$ cat config.mk
export PLATFORM = sky130hd
export DESIGN_NAME = hsv_to_argb_converter
export DESIGN_NICKNAME = d
export VERILOG_FILES = /design/src/hta_pkg.sv /design/src/hta_hue_split.sv /design/src/hta_chan_lane.sv /design/src/hsv_to_argb_converter.sv
export SDC_FILE = /design/constraint.sdc
export NUM_CORES = 2
export LEC_CHECK = 0
export BUFFER_PORTS_ARGS = -buffer_cell sky130_fd_sc_hd__buf_2
export CAP_MARGIN = 20
export CORE_UTILIZATION = 50
export CTS_CLUSTER_DIAMETER = 120
export DETAILED_ROUTE_END_ITERATION = 8
export GPL_ROUTABILITY_DRIVEN = 0
export MAX_ROUTING_LAYER = met4
export PLACE_DENSITY = 0.79
export SLEW_MARGIN = 20
export SYNTH_ARGS = -nofsm -noshare
export SYNTH_HDL_FRONTEND = slang
export SYNTH_SLANG_ARGS = --single-unit
export TNS_END_PERCENT = 100
$ cat constraint.sdc
create_clock -name clk_i -period 7.5 [get_ports clk_i]
set_input_delay 2.25 -clock clk_i [delete_from_list [all_inputs] [get_ports clk_i]]
set_output_delay 2.25 -clock clk_i [all_outputs]
set_load 0.01 [all_outputs]
$ cat src/hta_pkg.sv
// hta_pkg: shared types and constants of the hsv to argb converter
// no dependencies; imported by every module of the block
package hta_pkg;

  // fixed field widths
  localparam int unsigned HUE_W     = 15;
  localparam int unsigned LEVEL_W   = 9;
  localparam int unsigned CHAN_W    = 8;
  localparam int unsigned ARGB_W    = 32;
  localparam int unsigned CFG_IDX_W = 1;
  localparam int unsigned V255_W    = 16;

  // register indexes of the configuration port
  localparam logic [CFG_IDX_W-1:0] CFG_SATURATION = 1'b0;
  localparam logic [CFG_IDX_W-1:0] CFG_BRIGHTNESS = 1'b1;

  // q1.8 unity level and the opaque alpha byte
  localparam logic [LEVEL_W-1:0] LEVEL_ONE = 9'd256;
  localparam logic [CHAN_W-1:0]  ALPHA_OPAQUE = 8'hFF;

  // degrees per sector
  localparam int unsigned SPAN_DEG = 60;

  // reciprocal constants: x / 60 for x < 2^15, x / 6 for x < 1024,
  // and x / 60 for the 14-bit scaled channel value
  localparam int unsigned HUE_DIV_MUL = 34953;
  localparam int unsigned HUE_DIV_SH  = 21;
  localparam int unsigned DIV6_MUL    = 1366;
  localparam int unsigned DIV6_SH     = 13;
  localparam int unsigned CH_DIV_MUL  = 17477;
  localparam int unsigned CH_DIV_SH   = 20;

  // widths of the quotients above
  localparam int unsigned QA_W = 10;
  localparam int unsigned QQ_W = 7;
  localparam int unsigned M_W  = 14;

  // 60-degree sector of the hue circle
  typedef enum logic [2:0] {
    SECT_RED_YELLOW  = 3'd0,
    SECT_YELLOW_GRN  = 3'd1,
    SECT_GRN_CYAN    = 3'd2,
    SECT_CYAN_BLUE   = 3'd3,
    SECT_BLUE_MAG    = 3'd4,
    SECT_MAG_RED     = 3'd5
  } sector_e;

  // control that travels with a beat out of the hue splitter
  typedef struct packed {
    logic    vld;
    sector_e sector;
  } split_ctl_t;

endpackage

$ cat src/hta_hue_split.sv
// hta_hue_split: three-stage hue reduction into a sector and an in-sector offset
// depends on hta_pkg
module hta_hue_split import hta_pkg::*; #(
  parameter int unsigned HUE_FRAC_BITS = 6
) (
  input  logic                      clk_i,
  input  logic                      rst_ni,
  input  logic                      vld_i,
  input  logic [HUE_W-1:0]          hue_i,
  output split_ctl_t                ctl_o,
  output logic [HUE_FRAC_BITS+5:0]  rem_o
);

  localparam int unsigned RW = HUE_FRAC_BITS + 6;
  localparam int unsigned PA_W = HUE_W + 16;
  localparam int unsigned PB_W = QA_W + 11;
  localparam logic [HUE_W-1:0] LOW_MASK = HUE_W'((1 << HUE_FRAC_BITS) - 1);

  // stage a: whole degrees and their quotient by 60
  logic [HUE_W-1:0] deg_d, deg_q, low_d, low_q;
  logic [QA_W-1:0]  qa_d, qa_q;
  logic [PA_W-1:0]  prod_a;
  logic             vld_a_q;

  assign deg_d  = hue_i >> HUE_FRAC_BITS;
  assign low_d  = hue_i & LOW_MASK;
  assign prod_a = PA_W'(deg_d) * PA_W'(HUE_DIV_MUL);
  assign qa_d   = prod_a[HUE_DIV_SH +: QA_W];

  always_ff @(posedge clk_i) begin
    deg_q <= deg_d;
    low_q <= low_d;
    qa_q  <= qa_d;
  end

  // stage b: offset inside the sector and quotient by 6
  logic [5:0]      rem60;
  logic [RW-1:0]   r_d, r_q;
  logic [PB_W-1:0] prod_b;
  logic [QQ_W-1:0] qq_d, qq_q;
  logic [QA_W-1:0] qa_b_q;
  logic            vld_b_q;

  assign rem60  = 6'(deg_q - HUE_W'(qa_q) * HUE_W'(SPAN_DEG));
  assign r_d    = (RW'(rem60) << HUE_FRAC_BITS) | RW'(low_q);
  assign prod_b = PB_W'(qa_q) * PB_W'(DIV6_MUL);
  assign qq_d   = prod_b[DIV6_SH +: QQ_W];

  always_ff @(posedge clk_i) begin
    r_q    <= r_d;
    qq_q   <= qq_d;
    qa_b_q <= qa_q;
  end

  // stage c: sector is the turn count by 60 degrees modulo 6
  logic [RW-1:0] r_c_q;
  sector_e       sector_d, sector_q;
  logic          vld_c_q;

  assign sector_d = sector_e'(3'(qa_b_q - QA_W'(qq_q) * QA_W'(6)));

  always_ff @(posedge clk_i) begin
    r_c_q    <= r_q;
    sector_q <= sector_d;
  end

  // beat valid bits
  always_ff @(posedge clk_i or negedge rst_ni) begin
    if (!rst_ni) begin
      vld_a_q <= 1'b0;
      vld_b_q <= 1'b0;
      vld_c_q <= 1'b0;
    end else begin
      vld_a_q <= vld_i;
      vld_b_q <= vld_a_q;
      vld_c_q <= vld_b_q;
    end
  end

  assign ctl_o.vld    = vld_c_q;
  assign ctl_o.sector = sector_q;
  assign rem_o        = r_c_q;

endmodule

$ cat src/hta_chan_lane.sv
// hta_chan_lane: four-stage scaling of one colour channel to 0..255
// depends on hta_pkg
module hta_chan_lane import hta_pkg::*; #(
  parameter int unsigned HUE_FRAC_BITS = 6
) (
  input  logic                     clk_i,
  input  logic [LEVEL_W-1:0]       s_i,
  input  logic [V255_W-1:0]        v255_i,
  input  logic [HUE_FRAC_BITS+5:0] k_i,
  output logic [CHAN_W-1:0]        chan_o
);

  localparam int unsigned SKW = HUE_FRAC_BITS + 16;
  localparam int unsigned PW  = HUE_FRAC_BITS + 32;
  localparam int unsigned SH  = HUE_FRAC_BITS + 16;
  localparam int unsigned DW  = M_W + 15;
  localparam logic [SKW-1:0] FULL_SCALE = SKW'(SPAN_DEG) << (HUE_FRAC_BITS + 8);
  localparam logic [PW-1:0]  ROUND_HALF = PW'(SPAN_DEG) << (HUE_FRAC_BITS + 15);

  // stage 1: saturation times offset
  logic [SKW-1:0] sk_d, sk_q;
  assign sk_d = SKW'(s_i) * SKW'(k_i);

  // stage 2: level left below full scale
  logic [SKW-1:0] inner_d, inner_q;
  assign inner_d = FULL_SCALE - sk_q;

  // stage 3: times 255*v, add the rounding half, drop the power-of-two part
  logic [PW-1:0]  num;
  logic [M_W-1:0] m_d, m_q;
  assign num = PW'(v255_i) * PW'(inner_q) + ROUND_HALF;
  assign m_d = num[SH +: M_W];

  // stage 4: divide by 60 through the reciprocal
  logic [DW-1:0]     quo;
  logic [CHAN_W-1:0] chan_d, chan_q;
  assign quo    = DW'(m_q) * DW'(CH_DIV_MUL);
  assign chan_d = quo[CH_DIV_SH +: CHAN_W];

  always_ff @(posedge clk_i) begin
    sk_q    <= sk_d;
    inner_q <= inner_d;
    m_q     <= m_d;
    chan_q  <= chan_d;
  end

  assign chan_o = chan_q;

endmodule

$ cat src/hsv_to_argb_converter.sv
// hsv_to_argb_converter: top level, configuration registers, channel lanes and packing
// depends on hta_pkg, hta_hue_split and hta_chan_lane
//
// One hue beat is taken on every clock cycle (busy_o never rises) and its ARGB
// word appears on argb_word_o with done_o high after three stages of hue
// reduction, four stages in each channel lane (multiply, subtract, multiply
// with rounding, reciprocal divide by 60) and one output register.
// Results cannot be held off; each is shown for one cycle only. Saturation and
// brightness are Q1.8 levels with 256 as 1.0, values above 256 act as 256; write
// them only while no beat is in flight.
module hsv_to_argb_converter import hta_pkg::*; #(
  parameter int unsigned HUE_FRAC_BITS = 6
) (
  input  logic                 clk_i,
  input  logic                 rst_ni,
  input  logic                 start_i,
  output logic                 busy_o,
  input  logic [HUE_W-1:0]     hue_angle_i,
  output logic                 done_o,
  output logic [ARGB_W-1:0]    argb_word_o,
  input  logic                 cfg_we_i,
  input  logic [CFG_IDX_W-1:0] cfg_idx_i,
  input  logic [LEVEL_W-1:0]   cfg_wdata_i
);

  localparam int unsigned KW      = HUE_FRAC_BITS + 6;
  localparam int unsigned LANE_LAT = 4;
  localparam logic [KW-1:0] SPAN = KW'(SPAN_DEG) << HUE_FRAC_BITS;

  // configuration registers
  logic [LEVEL_W-1:0] sat_q, bri_q;

  always_ff @(posedge clk_i or negedge rst_ni) begin
    if (!rst_ni) begin
      sat_q <= LEVEL_ONE;
      bri_q <= LEVEL_ONE;
    end else if (cfg_we_i) begin
      unique case (cfg_idx_i)
        CFG_SATURATION: sat_q <= cfg_wdata_i;
        CFG_BRIGHTNESS: bri_q <= cfg_wdata_i;
        default: ;
      endcase
    end
  end

  // levels limited to 1.0, and 255*v
  logic [LEVEL_W-1:0] s_lvl, v_lvl;
  logic [V255_W-1:0]  v255;
  assign s_lvl = (sat_q > LEVEL_ONE) ? LEVEL_ONE : sat_q;
  assign v_lvl = (bri_q > LEVEL_ONE) ? LEVEL_ONE : bri_q;
  assign v255  = V255_W'({v_lvl, 8'd0} - {8'd0, v_lvl});

  // every beat is taken
  assign busy_o = 1'b0;

  // hue reduction
  split_ctl_t    split_ctl;
  logic [KW-1:0] rem;

  hta_hue_split #(
    .HUE_FRAC_BITS(HUE_FRAC_BITS)
  ) u_split (
    .clk_i (clk_i),
    .rst_ni(rst_ni),
    .vld_i (start_i),
    .hue_i (hue_angle_i),
    .ctl_o (split_ctl),
    .rem_o (rem)
  );

  // lane offsets: v none, p full span, q the remainder, t its complement
  logic [KW-1:0]     k_lane [4];
  logic [CHAN_W-1:0] c_lane [4];
  assign k_lane[0] = '0;
  assign k_lane[1] = SPAN;
  assign k_lane[2] = rem;
  assign k_lane[3] = SPAN - rem;

  for (genvar g = 0; g < 4; g++) begin : g_lane
    hta_chan_lane #(
      .HUE_FRAC_BITS(HUE_FRAC_BITS)
    ) u_lane (
      .clk_i (clk_i),
      .s_i   (s_lvl),
      .v255_i(v255),
      .k_i   (k_lane[g]),
      .chan_o(c_lane[g])
    );
  end

  // sector and valid follow the lanes
  sector_e sect_q [LANE_LAT];
  logic    vld_q  [LANE_LAT];

  always_ff @(posedge clk_i) begin
    sect_q[0] <= split_ctl.sector;
    for (int i = 1; i < LANE_LAT; i++) begin
      sect_q[i] <= sect_q[i-1];
    end
  end

  always_ff @(posedge clk_i or negedge rst_ni) begin
    if (!rst_ni) begin
      for (int i = 0; i < LANE_LAT; i++) begin
        vld_q[i] <= 1'b0;
      end
    end else begin
      vld_q[0] <= split_ctl.vld;
      for (int i = 1; i < LANE_LAT; i++) begin
        vld_q[i] <= vld_q[i-1];
      end
    end
  end

  // channel choice by sector
  logic [CHAN_W-1:0] red, green, blue;
  logic [CHAN_W-1:0] cv, cp, cq, ct;
  assign cv = c_lane[0];
  assign cp = c_lane[1];
  assign cq = c_lane[2];
  assign ct = c_lane[3];

  always_comb begin
    unique case (sect_q[LANE_LAT-1])
      SECT_RED_YELLOW: begin red = cv; green = ct; blue = cp; end
      SECT_YELLOW_GRN: begin red = cq; green = cv; blue = cp; end
      SECT_GRN_CYAN:   begin red = cp; green = cv; blue = ct; end
      SECT_CYAN_BLUE:  begin red = cp; green = cq; blue = cv; end
      SECT_BLUE_MAG:   begin red = ct; green = cp; blue = cv; end
      default:         begin red = cv; green = cp; blue = cq; end
    endcase
  end

  // output beat register
  logic [ARGB_W-1:0] argb_d, argb_q;
  logic              done_q;
  assign argb_d = {ALPHA_OPAQUE, red, green, blue};

  always_ff @(posedge clk_i) begin
    argb_q <= argb_d;
  end

  always_ff @(posedge clk_i or negedge rst_ni) begin
    if (!rst_ni) begin
      done_q <= 1'b0;
    end else begin
      done_q <= vld_q[LANE_LAT-1];
    end
  end

  assign done_o      = done_q;
  assign argb_word_o = argb_q;

endmodule
==> impl_metrics.py <==
metrics = {
    "status": {
        "status": "finished with violations",
        "violations": "negative setup slack",
    },
    "run": {
        "drv_cap": 0,
    },
    "timing": {
        "hold_ws_ns": 0.323,
        "setup_viol": 2,
        "tightest_slew_ns": 0.946,
        "rsz0062_at_grt": "yes",
        "hold_viol_final": 0,
        "post-route-period-util": 1.01,
        "slew_violations": 0,
        "clock.fmax_mhz": 132,
        "fin_skew_ns": 0.0491,
        "fin_ws_ns": -0.0671,
        "slew_headroom": 0.367,
        "fin_crit_ns": 7.57,
    },
    "grt": {
        "grt_max_degree": 55,
        "grtUsageTotal": 0.236,
        "grt_pass1_wl_um": 207000,
        "grt_pass1_vias": 42400,
        "grt_overflow": 0,
        "antenna_found_initial": 3,
    },
    "synthesis": {
        "synth_warnings": 0,
        "synthesis.area_sq_um": 55000,
        "yosysUniqueCellTypes": 77,
        "synth_cells": 5973,
        "synth_seq_cells": 309,
        "seq_area_frac_synth": 0.115,
        "syn_avg_cell_area_sq_um": 9.21,
        "async_flop_share": 0.0841,
        "synth_top_flop_cell": "dfxtp_1",
        "synth-edff-count": 0,
    },
    "routing": {
        "drt-total-wl_um": 128000,
        "vias": 39600,
        "drt_iter0_markers": 2448,
        "ant_nets": 0,
        "viasPerCell": 5.30,
        "firstDrtPassIters": 7,
        "post_drt_wl_per_cell_um": 17.2,
        "drc": 0,
    },
    "min_path": {
        "hp-class": "flop to flop",
    },
    "critical_path": {
        "crit_path_frequent_cell": "fa_1",
        "crit_family": "adder cells",
        "cpPeakStageDelay_ns": 0.58,
        "worst_setup_path_start_kind": "flop",
        "crit_required_ns": 8.02,
        "endpoint_kind": "flop",
        "cp_max_fo": 7,
        "critPathKind": "flop to flop",
        "crit_buf_inv": 7,
        "crit_slowest_cell": "fa_2",
        "cp_data_arrival_time_ns": 8.09,
    },
    "layout": {
        "drive_above_1_share": 0.0811,
        "final_cell_area_sq_um": 60200,
        "n_fill_cell": 9018,
        "area_growth_pct": 9.50,
        "num-nets-final": 7891,
    },
    "clocking": {
        "cts.sinks": 309,
        "cts_buffers": 39,
        "cts.reportedPaths.clkPinSlew_ns": 0.06,
        "clk_latency_ns": 0.62,
        "clk_path_buf_depth": 3,
        "cts_tree": "built",
        "cts_max_level": 2,
        "cts-root-buf": "clkbuf_16",
    },
    "placed_design": {
        "dp_slack_ns": -0.184,
        "numPortBuffers": 53,
        "place_area_sq_um": 57500,
        "dp_hpwl_um": 101000,
    },
    "floorplanning": {
        "core_sq_um": 109000,
        "dieHeight_um": 334,
        "die_w_um": 334,
        "io_pins": 63,
        "initial_utilization": 0.504,
        "num_rows": 121,
        "die-area_sq_um": 111000,
    },
}
cells in the final DEF (no fill, tap or decap), types with 20 or more instances in the layout:
cell type,instances
fa_1,966
dfxtp_1,280
clkbuf_16,52
nand3_1,24
nand2_1,818
buf_4,131
xor2_1,63
nor3_1,29
o21ai_0,85
a21o_1,49
fa_2,20
inv_1,1413
and2_1,290
dfrtp_1,23
buf_2,53
buf_12,28
nor2_1,109
nand2b_1,53
ha_1,826
a21oi_1,99
nor2b_1,60
mux2_2,39
xnor2_1,152
metrics by stage:
step / instances / TNS, ns / utilization
floorplan: 5980 / -0.0722 / -
global placement: 7364 / 0 / 0.528
detailed placement: 7364 / -0.729 / 0.528
CTS: 7439 / 0 / 0.543
global route: 7483 / -2.53 / 0.552
finish: 7483 / -0.105 / 0.552
per-layer routing:
layer,vias to the layer above,part of all wire,global-route usage
li1,18100,-,-
met4,0,0.045,0.0891
met3,330,0.077,0.0373
met2,1541,0.48,0.395
met5,-,0,-
met1,19700,0.39,0.287
timing repair:
item                                    in CTS  in global routing
buffers inserted                             3                 35
endpoints found under the setup margin      17                 30
pin swaps                                    9                105
hold buffers                                 0                  0
gates cloned                                 2                 10
resized for setup                           10                130
path summary, 6_finish.rpt:
check | endpoint | start | cells past startpoint | slack (ns)
worst min-delay path | sect_q[3][1] | sect_q[2][1] | 0 | 0.32
max in group asynchronous | bri_q[1] | rst_ni | 1 | 5.34
min in group asynchronous | bri_q[6] | rst_ni | 1 | 1.68
worst min register to register | sect_q[3][1] | sect_q[2][1] | 0 | 0.32
worst max-delay path | g_lane[2].u_lane.m_q[13] | bri_q[5] | 33 | -0.07
worst max register to register | g_lane[2].u_lane.m_q[13] | bri_q[5] | 33 | -0.07
worst register-to-register path, delay by kind of cell, from the launching register on:
kind | cells | cell delay [ns]
flip-flops | 1 | 0.51
AO/OA/AOI/OAI | 11 | 2.06
buffers and inverters | 7 | 0.68
AND/OR/NAND/NOR | 8 | 0.97
adder cells (fa/ha/maj) | 7 | 3.25
synth_stat cells, types with 5 or more instances:
library cell	count	area [sq um]
a211o_1	5	43.8
a211oi_1	15	113
a21boi_0	11	82.6
a21o_1	49	368
a21oi_1	109	546
a31o_2	5	43.8
a31oi_1	9	56.3
and2_1	297	1860
and3_1	18	113
buf_4	9	67.6
clkbuf_1	205	769
dfrtp_1	24	601
dfxtp_1	283	5670
fa_1	986	19700
ha_1	838	10500
inv_1	1429	5360
mux2_2	39	439
mux2i_1	19	190
nand2_1	833	3130
nand2b_1	54	338
nand3_1	28	140
nand3b_1	5	37.5
nand4_1	19	119
nor2_1	113	424
nor2b_1	63	394
nor3_1	34	170
nor4_1	9	56.3
o2111ai_1	6	52.6
o211ai_1	5	37.5
o21a_1	15	113
o21ai_0	95	475
o21bai_1	18	135
o22ai_1	17	106
o31a_1	6	52.6
or2_2	8	50.1
or3_1	13	81.3
or4_1	5	37.5
xnor2_1	154	1350
xor2_1	64	561
logic make-up (layout without fill, tap and decap cells):
| family | after synthesis | in the layout | synth area share |
|---|---|---|---|
| fa+ha+maj | 1824 | 1824 | 0.550 |
| buf+inv | 1647 | 1734 | 0.113 |
| simple gates | 1510 | 1510 | 0.128 |
| compound gates | 403 | 403 | 0.0470 |
| flops | 309 | 309 | 0.115 |
| xor+xnor | 220 | 220 | 0.0353 |
| mux | 58 | 58 | 0.0114 |
| other cells | 2 | 11 | 0.000137 |
layout make-up:
class | instances | area [sq um] | share of cell area
well taps | 1414 | 1770 | 0.0294
inverters | 1430 | 5370 | 0.0892
repair buffers | 234 | 2200 | 0.0365
clock inverters | 19 | 302 | 0.00501
diodes | 2 | 5.00 | 0.0000831
clock buffers | 51 | 1140 | 0.0190
multi-input cells | 4024 | 43100 | 0.716
flip-flops and latches | 309 | 6320 | 0.105
flip-flops by register name, summed over array words and instances, names as in the netlist, 12 cells and up:
name                   flops
g_lane.u_lane.inner_q     57
g_lane.u_lane.m_q         56
g_lane.u_lane.sk_q        54
g_lane.u_lane.chan_o      32
argb_word_o               24
sect_q                    12
u_split.r_q               12
u_split.rem_o             12
Power is not shown: default switching activity piles up to over one toggle a cycle in this logic, so the estimate is an artifact.
